File: src/design/vad_pkg.sv
// Shared constants, register codes and transaction types of the voice activity detector.
package vad_pkg;

  localparam int MAX_FRAME   = 4096;
  localparam int SAMPLE_BITS = 16;

  localparam int ADDR_W  = $clog2(MAX_FRAME);
  localparam int FRAME_W = $clog2(MAX_FRAME + 1);
  localparam int PTR_W   = $clog2(2 * MAX_FRAME);
  localparam int SQ_W    = 2 * SAMPLE_BITS - 1;
  localparam int SUM_W   = 2 * SAMPLE_BITS - 2 + FRAME_W;
  localparam int CNT_W   = FRAME_W;

  localparam int LEN_W  = 13;
  localparam int THR_W  = 31;
  localparam int RATE_W = 17;
  localparam int TOT_W  = 32;

  localparam int THR_F_W    = THR_W + FRAME_W;
  localparam int RATE_P_W   = RATE_W + FRAME_W;
  localparam int RATE_SHIFT = 16;
  localparam int RATE_CMP_W = (RATE_P_W > CNT_W + RATE_SHIFT) ? RATE_P_W
                                                              : CNT_W + RATE_SHIFT;
  localparam int ECMP_W     = (SUM_W > THR_F_W) ? SUM_W : THR_F_W;

  localparam int DATA_W    = 32;
  localparam int PADDR_W   = 5;
  localparam int REG_IDX_W = PADDR_W - 2;

  localparam logic [LEN_W-1:0]  FRAME_LEN_RST = 13'd1024;
  localparam logic [LEN_W-1:0]  HOP_LEN_RST   = 13'd512;
  localparam logic [THR_W-1:0]  THR_SQ_RST    = 31'd429497;
  localparam logic [RATE_W-1:0] RATE_MIN_RST  = 17'd655;
  localparam logic [RATE_W-1:0] RATE_MAX_RST  = 17'd22938;

  localparam int MID_DEPTH = 4;
  localparam int MID_PTR_W = $clog2(MID_DEPTH);
  localparam int MID_CNT_W = $clog2(MID_DEPTH + 1);
  localparam int OUT_DEPTH = 2;
  localparam int OUT_PTR_W = $clog2(OUT_DEPTH);
  localparam int OUT_CNT_W = $clog2(OUT_DEPTH + 1);

  typedef enum logic [REG_IDX_W-1:0] {
    REG_FRAME_LEN = 3'd0,
    REG_HOP_LEN   = 3'd1,
    REG_THR_SQ    = 3'd2,
    REG_RATE_MIN  = 3'd3,
    REG_RATE_MAX  = 3'd4
  } vad_reg_e;

  typedef struct packed {
    logic [FRAME_W-1:0]  frame_len;
    logic [FRAME_W-1:0]  hop_len;
    logic                f_ge2;
    logic [THR_F_W-1:0]  thr_f;
    logic [RATE_P_W-1:0] min_d;
    logic [RATE_P_W-1:0] max_d;
    logic                min_zero;
    logic                cfg_err;
    logic                clear;
  } vad_cfg_t;

  typedef struct packed {
    logic             due;
    logic             eos;
    logic [SUM_W-1:0] sum;
    logic [CNT_W-1:0] crossings;
  } vad_req_t;

  typedef struct packed {
    logic             frame_valid;
    logic             frame_voiced;
    logic [TOT_W-1:0] voiced_frames;
    logic [TOT_W-1:0] total_frames;
    logic             config_error;
    logic             stream_done;
  } vad_res_t;

endpackage

File: src/design/vad_regs.sv
// Configuration registers, APB access and derived frame settings.
module vad_regs (
  input  logic                         clk_i,
  input  logic                         rst_ni,
  input  logic                         psel,
  input  logic                         penable,
  input  logic                         pwrite,
  input  logic [vad_pkg::PADDR_W-1:0]  paddr,
  input  logic [vad_pkg::DATA_W-1:0]   pwdata,
  output logic [vad_pkg::DATA_W-1:0]   prdata,
  output logic                         pready,
  output vad_pkg::vad_cfg_t            cfg_o
);
  import vad_pkg::*;

  logic [LEN_W-1:0]    frame_len_q, hop_len_q;
  logic [THR_W-1:0]    thr_q;
  logic [RATE_W-1:0]   rmin_q, rmax_q;
  logic [THR_F_W-1:0]  thr_f_q;
  logic [RATE_P_W-1:0] min_d_q, max_d_q;
  logic [FRAME_W-1:0]  f_len, h_len, f_m1;
  logic                wr_en;
  vad_reg_e            idx;

  assign pready = 1'b1;
  assign wr_en  = psel & penable & pwrite;
  assign idx    = vad_reg_e'(paddr[PADDR_W-1:2]);

  always_ff @(posedge clk_i or negedge rst_ni) begin
    if (!rst_ni) begin
      frame_len_q <= FRAME_LEN_RST;
      hop_len_q   <= HOP_LEN_RST;
      thr_q       <= THR_SQ_RST;
      rmin_q      <= RATE_MIN_RST;
      rmax_q      <= RATE_MAX_RST;
    end else if (wr_en) begin
      unique case (idx)
        REG_FRAME_LEN: frame_len_q <= pwdata[LEN_W-1:0];
        REG_HOP_LEN:   hop_len_q   <= pwdata[LEN_W-1:0];
        REG_THR_SQ:    thr_q       <= pwdata[THR_W-1:0];
        REG_RATE_MIN:  rmin_q      <= pwdata[RATE_W-1:0];
        REG_RATE_MAX:  rmax_q      <= pwdata[RATE_W-1:0];
        default: ;
      endcase
    end
  end

  always_comb begin
    priority if (frame_len_q == '0) begin
      f_len = FRAME_W'(1);
    end else if (32'(frame_len_q) > MAX_FRAME) begin
      f_len = FRAME_W'(MAX_FRAME);
    end else begin
      f_len = FRAME_W'(frame_len_q);
    end
    priority if (hop_len_q == '0) begin
      h_len = FRAME_W'(1);
    end else if (32'(hop_len_q) > 32'(f_len)) begin
      h_len = f_len;
    end else begin
      h_len = FRAME_W'(hop_len_q);
    end
  end

  assign f_m1 = f_len - FRAME_W'(1);

  // threshold products, registered from the current settings
  always_ff @(posedge clk_i) begin
    thr_f_q <= THR_F_W'(thr_q) * THR_F_W'(f_len);
    min_d_q <= RATE_P_W'(rmin_q) * RATE_P_W'(f_m1);
    max_d_q <= RATE_P_W'(rmax_q) * RATE_P_W'(f_m1);
  end

  always_comb begin
    unique case (idx)
      REG_FRAME_LEN: prdata = DATA_W'(frame_len_q);
      REG_HOP_LEN:   prdata = DATA_W'(hop_len_q);
      REG_THR_SQ:    prdata = DATA_W'(thr_q);
      REG_RATE_MIN:  prdata = DATA_W'(rmin_q);
      REG_RATE_MAX:  prdata = DATA_W'(rmax_q);
      default:       prdata = '0;
    endcase
  end

  assign cfg_o.frame_len = f_len;
  assign cfg_o.hop_len   = h_len;
  assign cfg_o.f_ge2     = (f_len != FRAME_W'(1));
  assign cfg_o.thr_f     = thr_f_q;
  assign cfg_o.min_d     = min_d_q;
  assign cfg_o.max_d     = max_d_q;
  assign cfg_o.min_zero  = (rmin_q == '0);
  assign cfg_o.cfg_err   = (rmin_q > rmax_q);
  assign cfg_o.clear     = wr_en && (idx == REG_FRAME_LEN || idx == REG_HOP_LEN);

endmodule

File: config.mk
export PLATFORM = sky130hd
export DESIGN_NAME = vad_regs
export DESIGN_NICKNAME = d
export VERILOG_FILES = /design/src/design/vad_pkg.sv /design/src/design/vad_regs.sv
export SDC_FILE = /design/constraint.sdc
export NUM_CORES = 2
export LEC_CHECK = 0
export BUFFER_PORTS_ARGS = -buffer_cell sky130_fd_sc_hd__clkbuf_2
export CAP_MARGIN = 20
export CORE_AREA = 5 5 266 268
export DETAILED_ROUTE_END_ITERATION = 6
export DIE_AREA = 0 0 271 273
export PLACE_DENSITY = 0.67
export SETUP_SLACK_MARGIN = 0.3
export SLEW_MARGIN = 25
export SYNTH_ARGS = -nofsm -noshare
export SYNTH_HDL_FRONTEND = slang
export SYNTH_SLANG_ARGS = --single-unit
File: constraint.sdc
create_clock -name clk_i -period 9.7 [get_ports clk_i]
set_input_delay 0.485 -clock clk_i [delete_from_list [all_inputs] [get_ports clk_i]]
set_output_delay 0.485 -clock clk_i [all_outputs]
set_load 0.02 [all_outputs]
==> summary.txt <==
Timing
  • FMAX: between 0.1 and 0.15 GHz
  • RSZ-0062 raised after global routing: false
  • Clk_skew: around 13 ps
  • Setup Viol. Count Final: 0
  • Setup TNS: 0 ps
  • Max transition margin: 0.366
  • Post-route minimum period: roughly 9000 ps
  • Measured slew at the worst slew-check pin: roughly 950 ps
  • Hold Vio Cnt, Final: 0
  • Final Max Slew Viols: 0
  • Final worst-path cycle share: 0.924

Setup path
  • Nature of the critical path endpoint: flip-flop
  • Req. time, crit path: between 10000 and 15000 ps
  • Setup CP Type: flip-flop to flip-flop
  • CP Launch Type: flip-flop
  • Critical path arrival: just over 9000 ps
  • Crit path max fanout: 22

Clocking
  • Postcts setup bufs: 0
  • Clock transition at path regs: around 90 ps
  • Worst-Skew Late Latency: about 520 ps
  • Post-cts sizing count: 0
  • CTS Sinks: approximately 200
  • Clock buffer count from CTS: 17
  • CTS Buffer Depth: 2
  • H-tree depth: 4
  • Root Driver: clkbuf_16
  • CTS tree: built

Detailed routing
  • Drt pass-1 iters: 5
  • Routed wire length: a little over 90000 um
  • DR iter-0 viols: 1569
  • Vias per cell: approximately 5.4
  • Detail Route Antenna Nets: 0
  • Drt drc: 0
  • Wire per inst: a little under 20 um
  • Total number of vias: approximately 26000

Logic synthesis
  • Synth top cells by count: inv_1 (772), fa_1 (649), nand2_1 (638)
  • Cells after Synth: approximately 3700
  • Ys flop type: dfxtp_1
  • Yosys cell types: 70
  • Synth area leader: fa_1
  • Yosys reg bits: roughly 200
  • Syn avg cell area: approximately 9 um^2
  • Main area contributors after synthesis: fa_1 (39%), ha_1 (10%), inv_1 (8.6%)
  • Synthesized Nets: approximately 4700
  • Top-count cell post-synth: inv_1
  • Yosys top cell area share: 0.386
  • Synth warn: 0
  • Synth Cell Area: around 0.034 mm^2
  • Synth async-reset ratio: 0.467
  • Post-synth EDFFs: 0
  • Post-synthesis sequential area ratio: 0.130

Global route
  • Gr usage total: 0.252
  • First-pass GRT wire length: approximately 150000 um
  • Largest net degree at the start of global routing: 82
  • Initial antenna violation count: 14
  • Met1 Resource Use GR: 0.326
  • GR Util met2: 0.402
  • Busiest grt layer: met2
  • Gr ovfl total: 0
  • Vias in the first global route: 27157
  • M3 GR Usage: 0.0766

Finish
  • Finished Core Util: 0.531
  • Share of layout cells above drive strength 1: 0.110
  • Filler cells: around 6300
  • Area growth from synthesis to layout: 7.39%
  • Final #Nets: 4782

Outcome
  • Status: finished clean

Floorplan
  • Die area: about 0.074 mm^2
  • Initial core utilization: 0.495
  • Die H: around 270 um
  • Die width: between 200 and 300 um
  • Core ar.: between 0.06 and 0.07 mm^2
  • I/O pins: roughly 210
  • Num rows: 96

Place
  • Port bufs: between 200 and 250
  • Final Wtd Congestion: 0.928
  • DPL Wire Length: a little over 70000 um

Worst hold path
  • Min-delay worst type: input port to flip-flop

Flow run
  • Number of max-cap violations: 0
[metrics by stage]
stage	hold slack [ps]	worst slack [ps]	instance area, um^2	std cells
after global routing	182	332	36200	4716
final	193	733	36200	4719
after CTS	160	822	36100	4715
after floorplan	189	1710	33700	3736
after global placement	339	964	35500	4681
after detailed placement	342	867	35500	4682
[final cells by class]
| class | instances | area, um^2 | share of cell area |
|---|---|---|---|
| multi-input cells | 2578 | 25700 | 0.712 |
| flip-flops and latches | 195 | 4390 | 0.121 |
| repair buffers | 255 | 1430 | 0.0395 |
| clock inverters | 14 | 158 | 0.00436 |
| clock buffers | 18 | 429 | 0.0119 |
| inverters | 773 | 2900 | 0.0802 |
| diodes | 4 | 10.0 | 0.000277 |
| well taps | 882 | 1100 | 0.0305 |
[cell usage in the layout (no fill, tap or decap), types with 26 or more instances in the layout]
cell type / count
fa_1: 649
o21ai_0: 82
and2_1: 215
inv_1: 772
clkbuf_2: 202
ha_1: 271
a21o_1: 47
xor2_1: 26
mux2_2: 71
dfrtp_1: 63
nand2b_1: 37
dfxtp_1: 104
nor2_1: 84
buf_4: 50
a21oi_1: 111
dfstp_2: 27
nand2_1: 638
xnor2_1: 59
[repair_timing]
item                                    in CTS  in global routing
endpoints found under the setup margin       0                  0
hold buffers                                 1                  0
endpoints found under the hold margin       10                  0
[metal layers]
metal / share of wire / wire, um / vias to the layer above
li1: - / - / 11479
met1: 0.40 / 36200 / 12892
met2: 0.46 / 41500 / 1013
met3: 0.11 / 9780 / 188
met4: 0.036 / 3280 / 20
met5: 0.0012 / 110 / -
[cells by family after synthesis]
family,count (synthesis),synth area share
other,2,0.000223
AO/OA/AOI/OAI,367,0.0694
adder cells (fa/ha/maj),920,0.486
XOR/XNOR,88,0.0231
AND/OR/NAND/NOR,1105,0.151
flip-flops,195,0.130
buffers and inverters,963,0.109
multiplexers,96,0.0312
[state kept, by name (all words and copies together), names as in the netlist]
signal	cells
frame_len_q	13
hop_len_q	13
max_d_q	30
min_d_q	30
rmax_q	17
rmin_q	17
thr_f_q	44
thr_q	31
[final timing paths]
| path | to | cells past startpoint | from | slack (ps) |
|---|---|---|---|---|
| max in group asynchronous | frame_len_q[12] | 3 | rst_ni | 8290 |
| worst min-delay path | thr_q[25] | 2 | pwdata[25] | 190 |
| worst max-delay path | max_d_q[27] | 26 | frame_len_q[4] | 730 |
| worst max register to register | max_d_q[27] | 26 | frame_len_q[4] | 730 |
| worst min register to register | frame_len_q[7] | 1 | frame_len_q[7] | 610 |
| min in group asynchronous | thr_q[25] | 2 | rst_ni | 340 |
[worst max-delay path, cell delays in order, from the launching register on]
cell and delay, ps:
dfrtp_1 430, or3_4 430, or3_4 370, nor4_2 210, and2b_2 240, a21oi_1 90
or2_4 370, ha_1 430, xnor2_2 710, buf_4 340, nand2_1 100, fa_1 530
inv_1 50, fa_1 450, fa_1 520, fa_1 570, fa_1 410, ha_1 350
a21o_1 200, a21oi_1 200, a21boi_0 420, a21oi_1 230, a31oi_1 300, a21oi_1 210
a21boi_0 310, o21ai_0 160, xor2_1 160
Power is not shown: default switching activity piles up to over one toggle a cycle in this logic, so the estimate is an artifact.
