==> src/design/vad_pkg.sv <==
// Shared constants, register codes and transaction types of the voice activity detector.
package vad_pkg;

  localparam int MAX_FRAME   = 4096;
  localparam int SAMPLE_BITS = 16;

  localparam int ADDR_W  = $clog2(MAX_FRAME);
  localparam int FRAME_W = $clog2(MAX_FRAME + 1);
  localparam int PTR_W   = $clog2(2 * MAX_FRAME);
  localparam int SQ_W    = 2 * SAMPLE_BITS - 1;
  localparam int SUM_W   = 2 * SAMPLE_BITS - 2 + FRAME_W;
  localparam int CNT_W   = FRAME_W;

  localparam int LEN_W  = 13;
  localparam int THR_W  = 31;
  localparam int RATE_W = 17;
  localparam int TOT_W  = 32;

  localparam int THR_F_W    = THR_W + FRAME_W;
  localparam int RATE_P_W   = RATE_W + FRAME_W;
  localparam int RATE_SHIFT = 16;
  localparam int RATE_CMP_W = (RATE_P_W > CNT_W + RATE_SHIFT) ? RATE_P_W
                                                              : CNT_W + RATE_SHIFT;
  localparam int ECMP_W     = (SUM_W > THR_F_W) ? SUM_W : THR_F_W;

  localparam int DATA_W    = 32;
  localparam int PADDR_W   = 5;
  localparam int REG_IDX_W = PADDR_W - 2;

  localparam logic [LEN_W-1:0]  FRAME_LEN_RST = 13'd1024;
  localparam logic [LEN_W-1:0]  HOP_LEN_RST   = 13'd512;
  localparam logic [THR_W-1:0]  THR_SQ_RST    = 31'd429497;
  localparam logic [RATE_W-1:0] RATE_MIN_RST  = 17'd655;
  localparam logic [RATE_W-1:0] RATE_MAX_RST  = 17'd22938;

  localparam int MID_DEPTH = 4;
  localparam int MID_PTR_W = $clog2(MID_DEPTH);
  localparam int MID_CNT_W = $clog2(MID_DEPTH + 1);
  localparam int OUT_DEPTH = 2;
  localparam int OUT_PTR_W = $clog2(OUT_DEPTH);
  localparam int OUT_CNT_W = $clog2(OUT_DEPTH + 1);

  typedef enum logic [REG_IDX_W-1:0] {
    REG_FRAME_LEN = 3'd0,
    REG_HOP_LEN   = 3'd1,
    REG_THR_SQ    = 3'd2,
    REG_RATE_MIN  = 3'd3,
    REG_RATE_MAX  = 3'd4
  } vad_reg_e;

  typedef struct packed {
    logic [FRAME_W-1:0]  frame_len;
    logic [FRAME_W-1:0]  hop_len;
    logic                f_ge2;
    logic [THR_F_W-1:0]  thr_f;
    logic [RATE_P_W-1:0] min_d;
    logic [RATE_P_W-1:0] max_d;
    logic                min_zero;
    logic                cfg_err;
    logic                clear;
  } vad_cfg_t;

  typedef struct packed {
    logic             due;
    logic             eos;
    logic [SUM_W-1:0] sum;
    logic [CNT_W-1:0] crossings;
  } vad_req_t;

  typedef struct packed {
    logic             frame_valid;
    logic             frame_voiced;
    logic [TOT_W-1:0] voiced_frames;
    logic [TOT_W-1:0] total_frames;
    logic             config_error;
    logic             stream_done;
  } vad_res_t;

endpackage

==> src/design/vad_queue.sv <==
// Short queue of frame requests between the front end and the judge.
module vad_queue (
  input  logic                          clk_i,
  input  logic                          rst_ni,
  input  logic                          wr_i,
  input  vad_pkg::vad_req_t             data_i,
  input  logic                          rd_i,
  output vad_pkg::vad_req_t             data_o,
  output logic                          empty_o,
  output logic [vad_pkg::MID_CNT_W-1:0] count_o
);
  import vad_pkg::*;

  vad_req_t             slot_q [MID_DEPTH];
  logic [MID_PTR_W-1:0] rd_q, wr_q;
  logic [MID_CNT_W-1:0] cnt_q;
  logic                 do_rd;

  assign empty_o = (cnt_q == '0);
  assign count_o = cnt_q;
  assign data_o  = slot_q[rd_q];
  assign do_rd   = rd_i && !empty_o;

  always_ff @(posedge clk_i) begin
    if (wr_i) begin
      slot_q[wr_q] <= data_i;
    end
  end

  always_ff @(posedge clk_i or negedge rst_ni) begin
    if (!rst_ni) begin
      rd_q  <= '0;
      wr_q  <= '0;
      cnt_q <= '0;
    end else begin
      if (wr_i) begin
        wr_q <= (wr_q == MID_PTR_W'(MID_DEPTH - 1)) ? '0 : wr_q + MID_PTR_W'(1);
      end
      if (do_rd) begin
        rd_q <= (rd_q == MID_PTR_W'(MID_DEPTH - 1)) ? '0 : rd_q + MID_PTR_W'(1);
      end
      cnt_q <= cnt_q + MID_CNT_W'(wr_i) - MID_CNT_W'(do_rd);
    end
  end

endmodule

==> config.mk <==
export PLATFORM = sky130hd
export DESIGN_NAME = vad_queue
export DESIGN_NICKNAME = d
export VERILOG_FILES = /design/src/design/vad_pkg.sv /design/src/design/vad_queue.sv
export SDC_FILE = /design/constraint.sdc
export NUM_CORES = 1
export LEC_CHECK = 0
export BUFFER_PORTS_ARGS = -buffer_cell sky130_fd_sc_hd__buf_2
export CORE_MARGIN = 3
export CORE_UTILIZATION = 37
export CTS_CLUSTER_DIAMETER = 150
export DETAILED_ROUTE_END_ITERATION = 16
export PLACE_DENSITY_LB_ADDON = 0.1
export SYNTH_ARGS = -nofsm -noshare
export SYNTH_HDL_FRONTEND = slang
export SYNTH_SLANG_ARGS = --single-unit
==> constraint.sdc <==
create_clock -name clk_i -period 2.9 [get_ports clk_i]
set_clock_uncertainty 0.05 [all_clocks]
set_input_delay 0.145 -clock clk_i [delete_from_list [all_inputs] [get_ports clk_i]]
set_output_delay 0.145 -clock clk_i [all_outputs]
set_load 0.03 [all_outputs]
==> reports/metrics.yaml, run 1 <==
logic_synthesis:
  synth_warnings: 0
  yosysUniqueCellTypes: 19
  synthAdderAreaFrac_pct: 1.21
  synth_top_family_by_area: "multiplexers"
  yosysSeqAreaShare_pct: 80.6
  synthCells: 341
  avgSynthCellArea_um2: 26.0
  synth_compound_area_share_pct: 0.198
  synth_nets: 411
  synthSimpleGateAreaFrac_pct: 0.523
  yosys-mux-area-fraction_pct: 15.0
  yosys_register_bits: 239
  synth_xor_area_share_pct: 0.198
  syn_area_mm2: 0.00886
worst_setup_path:
  arrival_ns: 2.29
  cp-startpoint: "rd_q[0]"
  critPathTopFamily: "flip-flops"
  crit_buf_inv: 2
  slowest_stage: "dfrtp_4"
  reg2regPathDepth: 9
  reg2reg_setup_slack_ns: 0.52
  path_cells: "buf_12, mux4_2, buf_2"
  worstPathMaxFanout: 22
  crit_type: "reg -> out"
  r2r-start: "count_o[1]"
  cp_slowest_stage_delay_ns: 0.76
  worstPathRequired_ns: 2.71
  r2r-end: "count_o[2]"
  worst_setup_path_end_kind: "output port"
  start_kind: "register"
placement:
  io_buffers: 123
  dpl.cell_count: 774
  gp_congestion: 0.732
  placed_area_mm2: 0.00986
  dp_hpwl_mm: 9.71
pwr:
  vdd_drop_max_v: 0.000602
  p_leak_nw: 3.94
  power_mw: 11.7
  p_seq_share_pct: 41.7
  p_sw_share_pct: 33.1
  power.switching_mw: 3.86
  clkPwrFrac_pct: 26.9
  p_comb_share_pct: 31.4
  internal_power_mw: 7.80
  powerDensity_mw_per_mm2: 1030
sta:
  setup_viol: 0
  slew_headroom_pct: 36.8
  rsz0062_at_grt: "false"
  tns_ns: 0
  fmax_mhz: 402
  fin_crit_sh_pct: 85.8
  hold_ws_ns: 0.330
  min_period_ns: 2.49
  hold_violations: 0
  finalMaxSlewViolations: 0
  worst_slew_pin_slew_ns: 0.948
global_routing:
  grt_max_degree: 61
  grt_pass1_wl_mm: 26.2
  grt_pass1_vias: 4617
  grt_overflow_total: 0
  grt_antenna_before_repair: 0
  grt.total_usage_pct: 13.1
cts:
  cts_buffers: 26
  clk_pin_slew_ns: 0.06
  clock_sinks: 239
  cts_setup_buffers: 0
  cts_resized: 0
  clk_path_buf_depth: 3
  clk_latency_ns: 0.50
  root_buffer: "clkbuf_16"
  htree_levels: 1
  cts_tree: "yes"
final_layout:
  nFillCells: 1948
  drive_gt1_share_pct: 41.7
  fin_cells: 884
  multi_input_area_mm2: 0.00153
  antenna_cells: 0
  finalNetCount: 621
  syn_to_final_growth_pct: 27.6
  seq_area_mm2: 0.00715
  final_area_mm2: 0.0113
floorplanning:
  start_util_pct: 38.4
  die_area_mm2: 0.0258
  core_mm2: 0.0231
  dieHeight_um: 161
  fp.dieW_um: 161
  io_pins: 124
  rows: 55
status:
  status: "finished, final reports clean"
hold_path:
  hold_end: "slot_q[2][12]"
  hp-class: "in -> reg"
  min_path_cells: 2
  hold_start: "data_i[12]"
route:
  postRouteAntennaNets: 0
  vias: 4143
  wl_mm: 16.9
  vias_per_cell: 4.69
  drc: 0
  drt-initial-drc-count: 153
  firstDrtPassIters: 4
  wl_per_cell_um: 19.1
run:
  cap_violations: 0
==> cell usage after synthesis, drive strengths merged <==
| cell | count | area (um^2) |
|---|---|---|
| and2 | 4 | 25.0 |
| buf | 14 | 171 |
| dfrtp | 7 | 175 |
| edfxtp | 232 | 6970 |
| fa | 1 | 20.0 |
| ha | 7 | 87.6 |
| inv | 7 | 26.3 |
| mux2 | 2 | 22.5 |
| mux4 | 58 | 1310 |
| nand2 | 1 | 3.75 |
| nor2 | 1 | 3.75 |
| nor3 | 1 | 5.00 |
| o21ai | 2 | 10.0 |
| o31ai | 1 | 7.51 |
| or3b | 1 | 8.76 |
| xnor2 | 2 | 17.5 |
==> how the worst max path moves through the flow <==
| stage | endpoint | slack [ns] | depth (start not counted) |
|---|---|---|---|
| after global routing | data_o[10] | 0.23 | 3 |
| final | data_o[34] | 0.41 | 3 |
| after global placement | count_o[2] | 0.64 | 9 |
| after detailed placement | count_o[2] | 0.56 | 9 |
| after floorplan | slot_q[2][0] | 0.44 | 3 |
| after CTS | data_o[2] | 0.29 | 3 |
==> stage by stage <==
stage,worst slack [ns],util (%)
floorplan,0.438,-
global placement,0.635,42.8
detailed placement,0.559,42.8
CTS,0.295,49.0
global route,0.234,49.0
finish,0.412,49.0
==> cell families after synthesis <==
| logic type | Yosys count |
|---|---|
| fa+ha+maj | 8 |
| simple gates | 8 |
| flops | 239 |
| xor+xnor | 2 |
| compound gates | 3 |
| mux | 60 |
| buf+inv | 21 |
==> state kept, by name (all words and copies together) (netlist names) <==
register / cells
count_o: 3
wr_q: 2
rd_q: 2
slot_q: 232
==> worst reg2reg max path, stage by stage, from the launching register on <==
cell	delay (ns)
dfrtp_1	0.46
o31ai_1	0.49
inv_1	0.09
ha_1	0.28
inv_1	0.06
ha_1	0.13
inv_1	0.05
fa_1	0.38
xnor2_1	0.19
xnor2_1	0.14
==> metal layers <==
| layer | vias to the layer above | share of wire, % | global-route usage [%] |
|---|---|---|---|
| met2 | 115 | 51 | 22.4 |
| met1 | 2130 | 42 | 17.2 |
| met5 | - | 0 | 0 |
| met4 | 0 | 1.2 | 3.13 |
| li1 | 1881 | - | - |
| met3 | 17 | 5.5 | 3.02 |
==> layout by cell type (no fill, tap or decap), types with 2 or more instances in the layout <==
master         netlist  routed
dfrtp_1              7       5
clkbuf_1             0       3
edfxtp_1           232     232
o21ai_0              2       2
buf_4                2       6
dlygate4sd3_1        0      62
mux4_2              58      58
clkinv_2             0       5
ha_1                 7       7
and2_4               0       4
clkinv_1             0       8
buf_2                5     123
dfrtp_4              0       2
buf_12               6       5
clkbuf_16            0      27
xnor2_1              2       2
inv_1                7       7
bufinv_16            0       2
mux2_2               2       2
==> power groups by stage <==
stage / Clock, mW / Combinational (mW) / Sequential (mW)
5_1_grt: 3.39 / 3.90 / 4.95
6_report: 3.13 / 3.66 / 4.86
4_1_cts: 3.24 / 3.76 / 4.90
3_3_place_gp: 0 / 3.68 / 4.93
3_5_place_dp: 0 / 3.68 / 4.97
2_1_floorplan: 0 / 2.96 / 4.67
==> final cells by class <==
class	count	area share (%)
clock buffers	30	6.08
clock inverters	18	1.24
inverters	7	0.232
multi-input cells	81	13.5
flip-flops and latches	239	63.3
well taps	313	3.46
repair buffers	196	12.2
==> what timing repair did <==
item	in CTS	in global routing
endpoints found under the hold margin	244	0
hold buffers	62	0
setup endpoints to repair	0	0
Note: power is estimated with default switching activity, not from simulation.
==> run 2, diff against run 1 <==
--- a/config.mk
+++ b/config.mk
@@ -6,8 +6,9 @@
 export NUM_CORES = 1
 export LEC_CHECK = 0
 export BUFFER_PORTS_ARGS = -buffer_cell sky130_fd_sc_hd__buf_2
+export CORE_ASPECT_RATIO = 1.25
 export CORE_MARGIN = 3
-export CORE_UTILIZATION = 37
+export CORE_UTILIZATION = 24
 export CTS_CLUSTER_DIAMETER = 150
 export DETAILED_ROUTE_END_ITERATION = 16
 export PLACE_DENSITY_LB_ADDON = 0.1
==> reports/metrics.yaml, run 2 (synthesis results as in run 1) <==
worst_setup_path:
  reg2regPathDepth: 9
  crit_type: "reg -> out"
  r2r-end: "count_o[2]"
  arrival_ns: 2.22
  reg2reg_setup_slack_ns: 0.51
  worstPathRequired_ns: 2.71
  r2r-start: "count_o[1]"
  cp-endpoint: "data_o[43]"
  worst_setup_path_end_kind: "output port"
  worstPathMaxFanout: 16
  cp-startpoint: "rd_q[0]"
  start_kind: "register"
floorplanning:
  die_area_mm2: 0.0393
  dieHeight_um: 221
  core_mm2: 0.0364
  start_util_pct: 24.3
  rows: 78
  io_pins: 124
  fp.dieW_um: 178
sta:
  min_period_ns: 2.42
  fmax_mhz: 413
  tns_ns: 0
  fin_crit_sh_pct: 83.4
  worst_slack_ns: 0.480
  finalMaxSlewViolations: 0
  worst_slew_pin_slew_ns: 0.509
  setup_viol: 0
  rsz0062_at_grt: "false"
  hold_violations: 0
  slew_headroom_pct: 66.1
cts:
  htree_levels: 1
  cts_buffers: 27
  clk_latency_ns: 0.52
  cts_resized: 0
  clock_sinks: 239
  cts_setup_buffers: 0
  root_buffer: "clkbuf_16"
  clk_pin_slew_ns: 0.06
  cts_tree: "yes"
  clk_path_buf_depth: 3
route:
  firstDrtPassIters: 5
  wl_mm: 19.8
  drc: 0
  vias_per_cell: 4.00
  postRouteAntennaNets: 0
  drt-initial-drc-count: 157
  wl_per_cell_um: 18.8
  vias: 4203
global_routing:
  grt_max_degree: 38
  grt_pass1_wl_mm: 29.7
  grt_antenna_before_repair: 1
  grt_overflow_total: 0
  grt_pass1_vias: 4735
  grt.total_usage_pct: 10.2
hold_path:
  hp-class: "in -> reg"
run:
  cap_violations: 0
placement:
  dpl_worst_slack_ns: 0.469
  dp_hpwl_mm: 11.8
  gp_congestion: 0.652
  io_buffers: 123
final_layout:
  antenna_cells: 0
  finalNetCount: 621
  mostFrequentLayoutCell: "edfxtp_1"
  nFillCells: 3550
  drive_gt1_share_pct: 40.9
  top_register: "slot_q"
  largest_reg_flops: 232
  layout_common_cells: "edfxtp_1, buf_2, dlygate4sd3_1"
  syn_to_final_growth_pct: 29.9
pwr:
  p_leak_nw: 3.92
  powerDensity_mw_per_mm2: 1020
  vdd_drop_max_v: 0.000512
status:
  status: "finished, final reports clean"
==> run 2: changes by cell type in the layout (fill, tap and decap cells not counted), sizes merged <==
cell,before,now
clkinv,14,12
clkinvlp,1,2
buf,134,133
clkbuf,30,32
inv,8,7
==> run 2: layout make-up <==
type | instances | area (um^2) | share of cell area, %
multi-input cells | 81 | 1530 | 13.3
clock buffers | 32 | 694 | 6.03
well taps | 480 | 601 | 5.22
repair buffers | 195 | 1390 | 12.0
inverters | 7 | 26.3 | 0.228
clock inverters | 16 | 123 | 1.07
flip-flops and latches | 239 | 7150 | 62.1
==> run 2: per-stage QoR <==
stage / util [%] / power (mW) / hold slack (ns) / std cells / area [um^2]
after global placement: 27.7 / 8.78 / -0.0629 / 940 / 10100
final: 31.6 / 11.8 / 0.316 / 1050 / 11500
after CTS: 31.6 / 12.1 / 0.274 / 1050 / 11500
after detailed placement: 27.7 / 8.84 / -0.0537 / 940 / 10100
after global routing: 31.6 / 12.5 / 0.292 / 1050 / 11500
after floorplan: - / 7.64 / -0.201 / 341 / 8860
==> run 2: what timing repair did <==
item | 4_1_cts | 5_1_grt
hold endpoints to repair | 244 | 0
setup endpoints to repair | 0 | 0
hold buffers | 62 | 0
==> run 2: layer usage <==
metal,track usage [%],share of wire [%],up-vias
li1,-,-,1871
met1,12.1,41,2208
met2,18.7,53,96
met3,1.99,4.4,26
met4,3.40,2.1,2
met5,0,0.056,-
==> run 2: critical path, cell delays in order, from the launching register on <==
cell	delay, ns
dfrtp_4	0.53
buf_4	0.37
mux4_2	0.59
buf_2	0.20
==> run 2: how the worst min path moves through the flow <==
stage | slack [ns] | cells past startpoint | end | startpoint
after floorplan | -0.20 | 0 | count_o[0] | rst_ni
after global placement | -0.06 | 1 | count_o[0] | rst_ni
final | 0.32 | 2 | slot_q[2][6] | data_i[6]
after CTS | 0.27 | 2 | slot_q[2][6] | data_i[6]
after detailed placement | -0.05 | 1 | count_o[2] | rst_ni
after global routing | 0.29 | 2 | slot_q[0][2] | data_i[2]
==> run 2: power breakdown <==
group	internal [mW]	switching (mW)	leakage [nW]
logic	1.49	2.46	1.32
registers	4.44	0.253	2.21
clock network	1.87	1.29	0.391
==> run 3, diff against run 2 <==
--- a/config.mk
+++ b/config.mk
@@ -5,6 +5,7 @@
 export SDC_FILE = /design/constraint.sdc
 export NUM_CORES = 1
 export LEC_CHECK = 0
+export ABC_AREA = 1
 export BUFFER_PORTS_ARGS = -buffer_cell sky130_fd_sc_hd__buf_2
 export CORE_ASPECT_RATIO = 1.25
 export CORE_MARGIN = 3
==> constraint.sdc (replaced) <==
create_clock -name clk_i -period 2.5 [get_ports clk_i]
set_clock_uncertainty 0.05 [all_clocks]
set_input_delay 0.125 -clock clk_i [delete_from_list [all_inputs] [get_ports clk_i]]
set_output_delay 0.125 -clock clk_i [all_outputs]
set_load 0.03 [all_outputs]
==> reports/metrics.yaml, run 3 <==
status:
  status: "finished, final reports clean"
floorplanning:
  core_mm2: 0.0411
  start_util_pct: 24.4
  rows: 83
  io_pins: 124
  dieHeight_um: 234
  die_area_mm2: 0.0442
  fp.dieW_um: 189
final_layout:
  layout_common_cells: "edfxtp_1, nand2_1, inv_1"
  largest_reg_flops: 232
  drive_gt1_share_pct: 26.0
  antenna_cells: 0
  top_register: "slot_q"
  syn_to_final_growth_pct: 27.0
  mostFrequentLayoutCell: "edfxtp_1"
  nFillCells: 4215
  finalNetCount: 992
placement:
  io_buffers: 123
  dpl_worst_slack_ns: 0.507
  gp_congestion: 0.700
  dp_hpwl_mm: 13.1
logic_synthesis:
  synth.most_common_cell: "edfxtp_1"
  yosysTopAreaCell: "edfxtp_1"
  synth_top_flop_cell: "edfxtp_1"
  synth.top_cell.area_share_pct: 69.5
  yosysSeqAreaShare_pct: 71.3
  synth_nets: 800
  synth_area_leaders: "edfxtp_1, o211ai_2, nand2_1"
  ys_async_sr_fraction_pct: 2.93
  avgSynthCellArea_um2: 13.7
  yosysUniqueCellTypes: 19
  syn_area_mm2: 0.0100
  synth_warnings: 0
  synth-edff-count: 232
  synthCells: 730
  yosys_register_bits: 239
  synthTopCellsByCount: "edfxtp_1, nand2_1, inv_1"
worst_setup_path:
  r2r-start: "count_o[1]"
  cp-startpoint: "rd_q[0]"
  worstPathMaxFanout: 77
  reg2regPathDepth: 11
  worstPathRequired_ns: 2.33
  reg2reg_setup_slack_ns: 0.49
  worst_setup_path_end_kind: "output port"
  arrival_ns: 2.16
  cp-endpoint: "data_o[28]"
  start_kind: "register"
  r2r-end: "count_o[2]"
  crit_type: "reg -> out"
global_routing:
  grt_pass1_wl_mm: 35.3
  grt_antenna_before_repair: 0
  grt_max_degree: 78
  grt_pass1_vias: 5968
  grt.total_usage_pct: 10.3
  grt_overflow_total: 0
route:
  firstDrtPassIters: 4
  postRouteAntennaNets: 0
  wl_per_cell_um: 15.3
  drt-initial-drc-count: 240
  vias_per_cell: 3.88
  wl_mm: 22.8
  vias: 5803
  drc: 0
cts:
  clk_pin_slew_ns: 0.06
  htree_levels: 1
  clock_sinks: 239
  cts_buffers: 28
  clk_latency_ns: 0.54
  clk_path_buf_depth: 3
  cts_tree: "yes"
  root_buffer: "clkbuf_16"
sta:
  tns_ns: 0
  slew_headroom_pct: 65.2
  setup_viol: 0
  worst_slack_ns: 0.169
  hold_violations: 0
  fin_crit_sh_pct: 93.2
  finalMaxSlewViolations: 0
  min_period_ns: 2.33
  rsz0062_at_grt: "false"
  worst_slew_pin_slew_ns: 0.522
  fmax_mhz: 429
hold_path:
  hp-class: "in -> reg"
pwr:
  vdd_drop_max_v: 0.000637
  powerDensity_mw_per_mm2: 1190
  p_leak_nw: 5.03
run:
  cap_violations: 0
==> run 3: power breakdown <==
part	internal [mW]	total [mW]	switching, mW
Combinational	1.75	5.80	4.05
Clock	2.31	3.88	1.57
Sequential	5.15	5.50	0.349
==> run 3: logic make-up after synthesis <==
| kind of cell | count (synthesis) | synth area share (%) |
|---|---|---|
| fa+ha+maj | 8 | 1.07 |
| compound gates | 118 | 11.7 |
| buf+inv | 169 | 8.42 |
| flops | 239 | 71.3 |
| xor+xnor | 2 | 0.175 |
| simple gates | 194 | 7.29 |
==> run 3: cell type report <==
type                            count  area (um^2)  share of cell area [%]
Timing Repair Buffer              201         1490                    11.7
Inverter                          130          493                    3.88
Sequential cell                   239         7150                    56.2
Clock buffer                       36          752                    5.91
Clock inverter                     14          116                   0.915
Tap cell                          552          691                    5.43
Multi-Input combinational cell    322         2030                    16.0
==> run 3: critical path, cell delays in order (launching register included) <==
cell	delay, ns
dfrtp_4	0.69
buf_12	0.38
nand2_1	0.11
o211ai_1	0.09
nand2_1	0.08
buf_2	0.18
==> run 3: worst min path at each step <==
stage	slack (ns)	from	end	depth (start not counted)
4_1_cts	0.24	data_i[56]	slot_q[2][56]	2
3_5_place_dp	-0.06	rst_ni	count_o[0]	1
3_3_place_gp	-0.06	rst_ni	count_o[0]	1
5_1_grt	0.27	data_i[14]	slot_q[1][14]	2
2_1_floorplan	-0.22	rst_ni	count_o[0]	0
6_report	0.29	data_i[2]	slot_q[1][2]	2
==> run 3: timing repair <==
action / in CTS / in global routing
endpoints found under the hold margin: 244 / 0
endpoints found under the setup margin: 0 / 19
buffers inserted: 0 / 0
resized for setup: 0 / 2
hold buffers: 62 / 0
==> run 3: stage by stage <==
step / power (mW) / instance area, um^2 / std cells / hold slack [ns] / util [%]
final: 15.2 / 12700 / 1494 / 0.290 / 30.9
after global routing: 16.2 / 12700 / 1494 / 0.273 / 30.9
after CTS: 15.6 / 12700 / 1494 / 0.244 / 30.9
after detailed placement: 11.5 / 11200 / 1382 / -0.0648 / 27.3
after global placement: 11.5 / 11200 / 1382 / -0.0647 / 27.3
after floorplan: 9.84 / 10000 / 730 / -0.221 / -
==> run 3: per-layer routing <==
metal	wire [um]	global-route usage (%)
met5	0	0
met1	10200	13.1
met3	1210	2.55
met2	11100	17.6
met4	387	2.77
