## config.mk

```make
export PLATFORM = sky130hd
export DESIGN_NAME = vad_judge
export DESIGN_NICKNAME = d
export VERILOG_FILES = /design/src/design/vad_pkg.sv /design/src/design/vad_judge.sv
export SDC_FILE = /design/constraint.sdc
export NUM_CORES = 1
export LEC_CHECK = 0
export BUFFER_PORTS_ARGS = -buffer_cell sky130_fd_sc_hd__buf_2
export CAP_MARGIN = 0
export CORE_MARGIN = 2
export CORE_UTILIZATION = 55
export CTS_CLUSTER_SIZE = 16
export DETAILED_ROUTE_END_ITERATION = 10
export GPL_TIMING_DRIVEN = 0
export PLACE_DENSITY_LB_ADDON = 0.2
export SETUP_SLACK_MARGIN = 0.3
export SLEW_MARGIN = 10
export SYNTH_ARGS = -nofsm -noshare
export SYNTH_HDL_FRONTEND = slang
export SYNTH_SLANG_ARGS = --single-unit
```

## constraint.sdc

```tcl
create_clock -name clk_i -period 6 [get_ports clk_i]
set_input_delay 0.3 -clock clk_i [delete_from_list [all_inputs] [get_ports clk_i]]
set_output_delay 0.3 -clock clk_i [all_outputs]
set_load 0.01 [all_outputs]
```

## src/design/vad_pkg.sv

```systemverilog
// Shared constants, register codes and transaction types of the voice activity detector.
package vad_pkg;

  localparam int MAX_FRAME   = 4096;
  localparam int SAMPLE_BITS = 16;

  localparam int ADDR_W  = $clog2(MAX_FRAME);
  localparam int FRAME_W = $clog2(MAX_FRAME + 1);
  localparam int PTR_W   = $clog2(2 * MAX_FRAME);
  localparam int SQ_W    = 2 * SAMPLE_BITS - 1;
  localparam int SUM_W   = 2 * SAMPLE_BITS - 2 + FRAME_W;
  localparam int CNT_W   = FRAME_W;

  localparam int LEN_W  = 13;
  localparam int THR_W  = 31;
  localparam int RATE_W = 17;
  localparam int TOT_W  = 32;

  localparam int THR_F_W    = THR_W + FRAME_W;
  localparam int RATE_P_W   = RATE_W + FRAME_W;
  localparam int RATE_SHIFT = 16;
  localparam int RATE_CMP_W = (RATE_P_W > CNT_W + RATE_SHIFT) ? RATE_P_W
                                                              : CNT_W + RATE_SHIFT;
  localparam int ECMP_W     = (SUM_W > THR_F_W) ? SUM_W : THR_F_W;

  localparam int DATA_W    = 32;
  localparam int PADDR_W   = 5;
  localparam int REG_IDX_W = PADDR_W - 2;

  localparam logic [LEN_W-1:0]  FRAME_LEN_RST = 13'd1024;
  localparam logic [LEN_W-1:0]  HOP_LEN_RST   = 13'd512;
  localparam logic [THR_W-1:0]  THR_SQ_RST    = 31'd429497;
  localparam logic [RATE_W-1:0] RATE_MIN_RST  = 17'd655;
  localparam logic [RATE_W-1:0] RATE_MAX_RST  = 17'd22938;

  localparam int MID_DEPTH = 4;
  localparam int MID_PTR_W = $clog2(MID_DEPTH);
  localparam int MID_CNT_W = $clog2(MID_DEPTH + 1);
  localparam int OUT_DEPTH = 2;
  localparam int OUT_PTR_W = $clog2(OUT_DEPTH);
  localparam int OUT_CNT_W = $clog2(OUT_DEPTH + 1);

  typedef enum logic [REG_IDX_W-1:0] {
    REG_FRAME_LEN = 3'd0,
    REG_HOP_LEN   = 3'd1,
    REG_THR_SQ    = 3'd2,
    REG_RATE_MIN  = 3'd3,
    REG_RATE_MAX  = 3'd4
  } vad_reg_e;

  typedef struct packed {
    logic [FRAME_W-1:0]  frame_len;
    logic [FRAME_W-1:0]  hop_len;
    logic                f_ge2;
    logic [THR_F_W-1:0]  thr_f;
    logic [RATE_P_W-1:0] min_d;
    logic [RATE_P_W-1:0] max_d;
    logic                min_zero;
    logic                cfg_err;
    logic                clear;
  } vad_cfg_t;

  typedef struct packed {
    logic             due;
    logic             eos;
    logic [SUM_W-1:0] sum;
    logic [CNT_W-1:0] crossings;
  } vad_req_t;

  typedef struct packed {
    logic             frame_valid;
    logic             frame_voiced;
    logic [TOT_W-1:0] voiced_frames;
    logic [TOT_W-1:0] total_frames;
    logic             config_error;
    logic             stream_done;
  } vad_res_t;

endpackage

```

## src/design/vad_judge.sv

```systemverilog
// Back end: energy and crossing-rate tests, frame counters and result queue.
module vad_judge (
  input  logic              clk_i,
  input  logic              rst_ni,
  input  vad_pkg::vad_cfg_t cfg_i,
  input  vad_pkg::vad_req_t req_i,
  input  logic              req_empty_i,
  output logic              req_pop_o,
  input  logic              pop,
  output logic              empty,
  output vad_pkg::vad_res_t res_o
);
  import vad_pkg::*;

  vad_res_t             out_q [OUT_DEPTH];
  logic [OUT_PTR_W-1:0] rd_q, wr_q;
  logic [OUT_CNT_W-1:0] cnt_q;
  logic [TOT_W-1:0]     vt_q, ft_q, vt_new, ft_new;
  logic                 out_pop, take, energy_ok, rate_ok, judged, voiced;
  logic [RATE_CMP_W-1:0] c_scaled;
  vad_res_t             res_new;

  assign empty   = (cnt_q == '0);
  assign out_pop = pop && !empty;
  assign take    = !req_empty_i && ((cnt_q < OUT_CNT_W'(OUT_DEPTH)) || out_pop);
  assign req_pop_o = take;

  assign energy_ok = (ECMP_W'(req_i.sum) >= ECMP_W'(cfg_i.thr_f));
  assign c_scaled  = RATE_CMP_W'(req_i.crossings) << RATE_SHIFT;
  assign rate_ok   = cfg_i.f_ge2 ? ((c_scaled >= RATE_CMP_W'(cfg_i.min_d)) &&
                                    (c_scaled <= RATE_CMP_W'(cfg_i.max_d)))
                                 : cfg_i.min_zero;
  assign judged    = req_i.due && !cfg_i.cfg_err;
  assign voiced    = judged && energy_ok && rate_ok;

  assign ft_new = (judged && ft_q != '1) ? ft_q + TOT_W'(1) : ft_q;
  assign vt_new = (voiced && vt_q != '1) ? vt_q + TOT_W'(1) : vt_q;

  assign res_new.frame_valid   = req_i.due;
  assign res_new.frame_voiced  = voiced;
  assign res_new.voiced_frames = vt_new;
  assign res_new.total_frames  = ft_new;
  assign res_new.config_error  = cfg_i.cfg_err;
  assign res_new.stream_done   = req_i.eos;

  assign res_o = out_q[rd_q];

  always_ff @(posedge clk_i) begin
    if (take) begin
      out_q[wr_q] <= res_new;
    end
  end

  always_ff @(posedge clk_i or negedge rst_ni) begin
    if (!rst_ni) begin
      vt_q  <= '0;
      ft_q  <= '0;
      rd_q  <= '0;
      wr_q  <= '0;
      cnt_q <= '0;
    end else begin
      if (take) begin
        vt_q <= req_i.eos ? '0 : vt_new;
        ft_q <= req_i.eos ? '0 : ft_new;
        wr_q <= (wr_q == OUT_PTR_W'(OUT_DEPTH - 1)) ? '0 : wr_q + OUT_PTR_W'(1);
      end
      if (out_pop) begin
        rd_q <= (rd_q == OUT_PTR_W'(OUT_DEPTH - 1)) ? '0 : rd_q + OUT_PTR_W'(1);
      end
      cnt_q <= cnt_q + OUT_CNT_W'(take) - OUT_CNT_W'(out_pop);
    end
  end

endmodule

```

==> out/results.ini, run 1 <==
[placement]
gp_congestion=0.922
dp_hpwl_mm=21.4
port_buffers=238

[grt]
track_usage_pct=26.0
grt_pass1_vias=9631
grt_overflow=0
grt_antenna_before_repair=0
grt_pass1_wl_mm=46.9
grt_max_degree=46

[power]
pwr_density_cell_mw_per_mm2=339
vdd_drop_max_mv=0.268
leakagePower_nw=6.16
power_w=0.00482

[synth]
synth-seq-cells=204
synthArstFlopShare_pct=33.3
synth.distinct_cells=67
synth_top_family_by_area=simple AND/OR/NAND/NOR gates
yosysWarningCount=0
synth_common_cells=edfxtp_1 (136), inv_1 (96), ha_1 (73), mux2_2 (69), dfrtp_1 (68)
syn_area_mm2=0.0118
synth.area.top_cells=edfxtp_1 (35%), dfrtp_1 (14%), ha_1 (7.7%), mux2_2 (6.6%), xnor2_1 (4.4%)
synth_xor_area_share_pct=4.82
synth_top_flop_cell=edfxtp_1
synth_adder_area_share_pct=7.73
synthMuxAreaShare_pct=6.58
synth_compound_area_share_pct=11.9
synth-edff-count=136
synth_nets=1352
synth-simple-area-share_pct=14.4
synth.avg_cell_area_um2=10.9
synth_top_area_cell=edfxtp_1
ys_seq_area_share_pct=49.0
syn_inst=1083
synth_most_common_cell=edfxtp_1
yosysTopAreaCellShare_pct=34.6

[routing]
viasPerCell=5.85
wl_per_cell_um=18.1
vias=9619
first_pass_iters=7
drc_errors=0
postRouteAntennaNets=0
drtIter0Drc=720
finalWirelength_mm=29.7

[critical_path]
critPathArrivalTime_ns=3.01
worst_path_max_delay_cell=buf_1
critPathMaxFanout=10
cp_top_family=buffers and inverters
timing.rr.end=out_q[0][61]
crit_path_end_kind=output pin
worst-path-buf-inv=4
crit_type=reg -> out
cp_cell_sequence=clkbuf_1, buf_1, buf_1, mux2_2, buf_2
cpMostUsedCell=buf_1
rr_worst_depth=10
r2r_slack_ns=2.82
cpPeakStageDelay_ns=0.66
rr_startpoint=vt_q[0]
cp.required_ns=5.70
start_kind=register

[min_path]
min-delay-start=cfg_i[1]
min_path_type=in -> reg
min_to=out_q[0][1]
hold_depth=1

[sta]
fmax_mhz=302
fin_skew_ns=0.0233
setup_viol=0
rsz0062_at_grt=no
period_minus_slack_ns=3.31
max_slew_margin_pct=46.6
maxSlewViolCount=0
hold_viol_final=0
tightest_slew_ns=0.800
period_share_pct=55.1

[floorplanning]
pin_count=266
core_region_area_mm2=0.0210
die_h_um=151
die_w_um=151
dieArea_mm2=0.0227
num_rows=53
start_util_pct=56.2

[cells_and_area]
nFillCells=1643
drive_gt1_share_pct=28.3
seq_area_mm2=0.00579
fin_util_pct=67.6
multi_input_area_mm2=0.00538
diodes=0
num-nets-final=1622
area_growth_pct=20.2

[clock_network]
clockRootBuffer=clkbuf_16
clk_latency_ns=0.51
cts_tree=yes
clk_path_buf_depth=3
cts_max_level=1
clk_pin_slew_ns=0.06
cts_sinks=204
cts_buffers=22

[run]
maxCapViolCount=0

[status]
outcome=finished clean

## per-layer routing
layer	part of all wire, %	global-route usage (%)	vias to the layer above	wire length (µm)
met4	2.4	7.71	0	714
met1	41	33.2	4659	12300
li1	-	-	4545	-
met5	0	0	-	0
met3	6.7	4.39	57	1980
met2	50	45.4	358	14700
## registers in the layout (all words and copies together), names as in the netlist
signal / flops
out_q: 136
ft_q: 32
vt_q: 32
cnt_q: 2
rd_q: 1
wr_q: 1
## power breakdown
part / total [W] / internal (W) / switching, W
registers: 0.00204 / 0.00187 / 0.000171
logic: 0.00148 / 0.000660 / 0.000824
clock network: 0.00129 / 0.000751 / 0.000540
total: 0.00482 / 0.00328 / 0.00154
## cell families after synthesis
family,Yosys count
AND/OR/NAND/NOR,313
buffers and inverters,154
XOR/XNOR,65
multiplexers,69
AO/OA/AOI/OAI,205
adder cells (fa/ha/maj),73
flip-flops,204
## worst reg2reg max path, stage by stage, from the launching register on
cell and delay (ns):
dfrtp_1 0.45, ha_1 0.25, nand3_1 0.17, nor2_1 0.39, nand4_1 0.17, or2_2 0.38
nor2_1 0.33, buf_2 0.34, nor2_1 0.14, nand3_1 0.17, xnor2_1 0.12
## through the flow
step	setup WS [ns]	instances	instance area, µm²	TNS, ns	hold slack, ns
2_1_floorplan	1.64	1083	11800	0	0.00441
3_3_place_gp	-0.421	1596	13400	-28.38	0.476
3_5_place_dp	2.76	1601	13500	0	0.247
4_1_cts	2.66	1644	14200	0	0.000882
5_1_grt	2.57	1644	14200	0	0.00496
6_report	2.69	1644	14200	0	0.0115
## how the worst max path moves through the flow
stage / end / slack (ns) / start / depth (start not counted)
floorplan: out_q[0][0] / 1.64 / cnt_q[1] / 4
global placement: out_q[0][47] / -0.42 / pop / 6
detailed placement: out_q[1][35] / 2.76 / cfg_i[58] / 15
CTS: res_o[54] / 2.66 / rd_q / 5
global route: res_o[54] / 2.57 / rd_q / 5
finish: res_o[54] / 2.69 / rd_q / 5
## layout make-up
type / instances / share of cell area, %
flip-flops and latches: 204 / 40.7
multi-input cells: 725 / 37.9
repair buffers: 246 / 9.53
clock buffers: 33 / 4.32
inverters: 98 / 2.60
well taps: 275 / 2.42
plain buffers: 56 / 2.07
clock inverters: 7 / 0.458
## placed cells by master, fill, tap and decap left out, types with 14 or more instances in the layout
cell	synthesis	layout
buf_2	7	244
a31oi_1	17	17
dfrtp_1	68	68
and2_1	15	14
edfxtp_1	136	136
a21oi_1	40	40
nor4_1	15	15
xnor2_1	59	59
o31ai_1	28	28
clkbuf_16	0	23
and3_1	25	25
ha_1	73	73
nand3_1	57	57
nor3_1	19	19
o21ai_0	39	39
inv_1	96	96
mux2_2	69	69
nand2_1	58	58
nor2_1	34	33
nand4_1	31	31
clkbuf_1	32	42
## what timing repair did
action / CTS / global route
resized for setup: 0 / 0
buffers inserted: 0 / 0
hold buffers: 3 / 0
endpoints found under the hold margin: 27 / 0
No activity file was read; power rests on OpenSTA's default activity.
==> run 2: changes to the inputs <==
--- a/config.mk
+++ b/config.mk
@@ -8,7 +8,7 @@
 export BUFFER_PORTS_ARGS = -buffer_cell sky130_fd_sc_hd__buf_2
 export CAP_MARGIN = 0
 export CORE_MARGIN = 2
-export CORE_UTILIZATION = 55
+export CORE_UTILIZATION = 50
 export CTS_CLUSTER_SIZE = 16
 export DETAILED_ROUTE_END_ITERATION = 10
 export GPL_TIMING_DRIVEN = 0
==> constraint.sdc (replaced) <==
create_clock -name clk_i -period 2.9 [get_ports clk_i]
set_input_delay 0.145 -clock clk_i [delete_from_list [all_inputs] [get_ports clk_i]]
set_output_delay 0.145 -clock clk_i [all_outputs]
set_load 0.01 [all_outputs]
==> run 2 against run 1 <==
  * Clock skew increased by 0.0013 ns
  * Register-to-register slack got worse by 2.5 ns
  * Non-clock buffer count increased by 19
  * Critical path depth increased by 7
  * Flip-flop and latch count unchanged
  * Clock power increased by 110%
  * Utilization decreased by 4.6 points
  * Routed wire length increased by 1.7%
  * Die area increased by 9.7%
  * Hold slack improved by 0.0027 ns
  * Largest power group unchanged
  * Via count decreased by 0.71%
  * Cell area increased by 3.4%
==> out/results.ini, run 2 (same netlist as run 1, synthesis figures left out) <==
[status]
outcome=finished clean

[power]
leakagePower_nw=6.47
vdd_drop_max_mv=0.313
pwr_density_cell_mw_per_mm2=690

[sta]
hold_viol_final=0
fin_ws_ns=0.337
tightest_slew_ns=0.744
period_minus_slack_ns=2.56
max_slew_margin_pct=50.2
whs_ns=0.0143
rsz0062_at_grt=yes
setup_viol=0
fmax_mhz=390
fin_skew_ns=0.0246
period_share_pct=88.4
maxSlewViolCount=0
setup_tns_ns=0

[routing]
wl_per_cell_um=17.7
drtIter0Drc=710
postRouteAntennaNets=0
vias=9551
first_pass_iters=5
drc_errors=0
viasPerCell=5.59
finalWirelength_mm=30.2

[grt]
grt_max_degree=40
track_usage_pct=23.5
grt_antenna_before_repair=0
grt_pass1_wl_mm=46.4
grt_pass1_vias=9228
grt_overflow=0

[placement]
gp_congestion=0.908
dp_hpwl_mm=21.9
dp_slack_ns=-0.308
port_buffers=238

[floorplanning]
num_rows=56
die_h_um=158
die_w_um=158
core_region_area_mm2=0.0233
start_util_pct=50.6
pin_count=266
dieArea_mm2=0.0249

[critical_path]
r2r_slack_ns=0.34
worst-path-buf-inv=5
start_kind=register
cp.depth=12
cp.required_ns=3.16
rr_worst_depth=12
cp_cell_sequence=buf_6, and4_4, and4_4, buf_6, and3_4, buf_6, and4_4, a311oi_4, buf_4, buf_6, nand2_4, xnor2_4
critPathArrivalTime_ns=2.82
crit_type=reg -> reg
critPathMaxFanout=6
cpMostUsedCell=buf_6
worst_path_max_delay_cell=dfrtp_1
cpPeakStageDelay_ns=0.37
crit_path_end_kind=register
cp_top_family=simple AND/OR/NAND/NOR gates

[cells_and_area]
num-nets-final=1642
largest_reg_flops=136
reg_top3=out_q x136, ft_q x32, vt_q x32
mostFrequentLayoutCell=buf_2
drive_gt1_share_pct=31.7
regMostFlops=out_q
layout_common_cells=buf_2 (244), edfxtp_1 (136), inv_1 (96), ha_1 (72), mux2_2 (69)
fin_util_pct=62.9
diodes=0
area_growth_pct=24.2

[min_path]
min_path_type=in -> reg
hold_depth=4

[clock_network]
clk_latency_ns=0.51
cts_max_level=1
clk_path_buf_depth=3
clockRootBuffer=clkbuf_16
cts_tree=yes
cts_buffers=22
clk_pin_slew_ns=0.06
cts_sinks=204

[run]
maxCapViolCount=0

## run 2: cell count changes in the layout (fill, tap and decap cells not counted), sizes merged
cell / previous run / this run
clkbuf: 65 / 67
bufinv: 1 / 2
clkinvlp: 1 / 0
buf: 267 / 282
dlygate4sd3: 3 / 4
and2: 16 / 17
clkinv: 6 / 7
## run 2: repair_timing
item,in CTS,in global routing
endpoints found under the hold margin,71,0
hold buffers,4,0
resized for setup,16,47
setup buffers,4,12
endpoints found under the setup margin,164,144
pin swaps,5,8
gates cloned,1,2
## run 2: layout make-up
class / count / area, µm²
Clock inverter: 8 / 105
Fill cell: 1912 / 8650
Timing Repair Buffer: 265 / 1540
Tap cell: 319 / 399
Clock buffer: 32 / 608
Sequential cell: 204 / 5790
Multi-Input combinational cell: 726 / 5550
Buffer: 56 / 329
Inverter: 98 / 369
## run 2: routing by layer
metal / share of wire, % / vias to the layer above / wire [µm] / global-route usage, %
met5: 0 / - / 0 / 0
met1: 42 / 4599 / 12600 / 30.0
li1: - / 4612 / - / -
met3: 5.3 / 46 / 1620 / 3.59
met2: 51 / 294 / 15500 / 42.0
met4: 1.8 / 0 / 529 / 5.63
## run 2: stage by stage
stage               power (W)  instance area [µm²]  std cells
finish                 0.0101                14700       1708
global route           0.0106                14700       1708
CTS                    0.0102                14400       1694
detailed placement    0.00734                13500       1645
global placement      0.00717                13400       1640
floorplan             0.00610                11800       1083
## run 2: worst register-to-register path, delay by kind of cell (launching register included)
kind,cells,cell delay [ns]
flip-flops,1,0.37
AO/OA/AOI/OAI,1,0.32
buffers and inverters,5,0.67
AND/OR/NAND/NOR,5,0.80
XOR/XNOR,1,0.15
## run 2: path summary, 6_finish.rpt
kind / to / from
max reg2reg: out_q[0][31] / ft_q[18]
max in group asynchronous: vt_q[23] / rst_ni
min reg2reg: cnt_q[1] / cnt_q[1]
max: out_q[0][31] / ft_q[18]
min in group asynchronous: vt_q[28] / rst_ni
min: rd_q / pop
## run 2: where the power goes
part           switching, W  total, W  internal [W]  leakage [nW]
combinational       0.00172   0.00314       0.00142          3.90
clock               0.00113   0.00277       0.00164         0.350
sequential         0.000350   0.00422       0.00387          2.22
==> run 3: changes to the inputs <==
--- a/config.mk
+++ b/config.mk
@@ -13,6 +13,7 @@
 export DETAILED_ROUTE_END_ITERATION = 10
 export GPL_TIMING_DRIVEN = 0
 export PLACE_DENSITY_LB_ADDON = 0.2
+export RECOVER_POWER = 25
 export SETUP_SLACK_MARGIN = 0.3
 export SLEW_MARGIN = 10
 export SYNTH_ARGS = -nofsm -noshare
==> run 3 against run 2 <==
  * The flow now finishes with violations (capacitance limit, slew limit)
  * Clock skew down 0.0011 ns
  * Non-clock buffer count unchanged
  * Combinational power about the same
  * Global-route usage unchanged
  * Critical endpoint is now req_pop_o
  * Largest cell class unchanged
==> out/results.ini, run 3 (same netlist as run 1, synthesis figures left out) <==
[routing]
viasPerCell=5.59
finalWirelength_mm=30.2
first_pass_iters=5
postRouteAntennaNets=0
vias=9556
drc_errors=0
drtIter0Drc=594
wl_per_cell_um=17.7

[critical_path]
crit_start=cnt_q[1]
r2r_slack_ns=0.30
setup.worst_path.end=req_pop_o
rr_worst_depth=6
cp.required_ns=2.76
timing.rr.end=out_q[0][58]
worst-path-buf-inv=4
crit_type=reg -> out
cp_top_family=buffers and inverters
worst_path_max_delay_cell=clkbuf_1
start_kind=register
critPathMaxFanout=11
critPathArrivalTime_ns=2.52
cp_cell_sequence=a21o_1, inv_1, clkbuf_2, clkbuf_1, buf_2
rr_startpoint=cnt_q[1]
cp.depth=5
crit_path_end_kind=output pin
cpPeakStageDelay_ns=0.59

[power]
vdd_drop_max_mv=0.313
pwr_density_cell_mw_per_mm2=690
net-switching-power_w=0.00319
p_int_w=0.00692
p_sw_share_pct=31.5
leakagePower_nw=6.45
power_w=0.0101
pwr-share-clk_pct=27.4
comb_power_share_pct=30.9
power_frac_seq_pct=41.7

[sta]
fin_skew_ns=0.0235
fin_ws_ns=0.239
max_slew_margin_pct=-31.1
rsz0062_at_grt=yes
period_share_pct=91.8
period_minus_slack_ns=2.66
hold_viol_final=0
maxSlewViolCount=30
tightest_slew_ns=1.97
fmax_mhz=376
setup_viol=0

[cells_and_area]
mostFrequentLayoutCell=buf_2
nFillCells=1919
area_growth_pct=24.1
multi_input_area_mm2=0.00554
drive_gt1_share_pct=31.1
regMostFlops=out_q
reg_top3=out_q x136, ft_q x32, vt_q x32
largest_reg_flops=136
num-nets-final=1642
diodes=0
fin_area_mm2=0.0147
seq_area_mm2=0.00579
fin_cells=1708
layout_common_cells=buf_2 (239), edfxtp_1 (136), inv_1 (96), ha_1 (72), mux2_2 (69)

[floorplanning]
num_rows=56
die_h_um=158
pin_count=266
die_w_um=158
start_util_pct=50.6
dieArea_mm2=0.0249
core_region_area_mm2=0.0233

[clock_network]
cts_buffers=22
cts_sinks=204
clockRootBuffer=clkbuf_16
clk_latency_ns=0.51
clk_path_buf_depth=3
cts_tree=yes
clk_pin_slew_ns=0.06
cts_max_level=1

[status]
violations=capacitance limit, slew limit
outcome=complete, but fails checks

[placement]
dp_slack_ns=-0.308
place_area_mm2=0.0135
placedCellCount=1645
dp_hpwl_mm=21.9
gp_congestion=0.908
port_buffers=238

[grt]
grt_overflow=0
track_usage_pct=23.5
grt_pass1_wl_mm=46.4
grt_antenna_before_repair=0
grt_max_degree=40
grt_pass1_vias=9228

[min_path]
min_path_type=in -> reg

[run]
maxCapViolCount=1

-- run 3: layout make-up --
| type | instances | area share, % |
|---|---|---|
| timing repair buffer | 265 | 10.4 |
| buffer | 56 | 2.22 |
| clock inverter | 8 | 0.717 |
| multi-input combinational | 726 | 37.8 |
| sequential | 204 | 39.5 |
| tap | 319 | 2.72 |
| clock buffer | 32 | 4.15 |
| inverter | 98 | 2.52 |
-- run 3: worst min-delay path by stage --
| stage | startpoint | end | slack [ns] | cells after the start |
|---|---|---|---|---|
| 6_report | pop | rd_q | 0.01 | 4 |
| 5_1_grt | pop | rd_q | 0.03 | 4 |
| 4_1_cts | pop | rd_q | 0.01 | 4 |
| 3_5_place_dp | rst_ni | vt_q[7] | 0.13 | 1 |
| 3_3_place_gp | cfg_i[1] | out_q[1][1] | 0.35 | 1 |
| 2_1_floorplan | rst_ni | cnt_q[0] | -0.15 | 0 |
-- run 3: what timing repair did --
item | in CTS | in global routing
resized for setup | 16 | 47
buffers inserted | 4 | 12
pin swaps | 5 | 8
cloned | 1 | 2
endpoints found under the hold margin | 71 | 0
hold buffers | 4 | 0
endpoints found under the setup margin | 164 | 144
-- run 3: through the flow --
stage	hold WS [ns]	setup TNS, ns	utilization (%)
after floorplan	-0.151	0	-
after global placement	0.349	-67.64	57.5
after detailed placement	0.132	-4.29	58.1
after CTS	0.0110	0	61.6
after global routing	0.0305	0	62.8
final	0.0146	0	62.8
-- run 3: metal layers --
metal | global-route usage, % | up-vias | share of wire (%)
li1 | - | 4609 | -
met1 | 30.0 | 4585 | 42
met2 | 42.0 | 311 | 51
met3 | 3.59 | 51 | 5.5
met4 | 5.63 | 0 | 2.0
met5 | 0 | - | 0
-- run 3: power groups by stage --
stage	Combinational (W)	Sequential (W)	Clock, W
final	0.00312	0.00421	0.00277
after floorplan	0.00193	0.00418	0
after detailed placement	0.00308	0.00426	0
after CTS	0.00314	0.00421	0.00281
after global routing	0.00343	0.00428	0.00292
after global placement	0.00292	0.00425	0
-- run 3: worst min-delay path: stages --
cell	delay [ns]
buf_2	0.09
inv_1	0.06
nor2_1	0.07
xor2_1	0.12
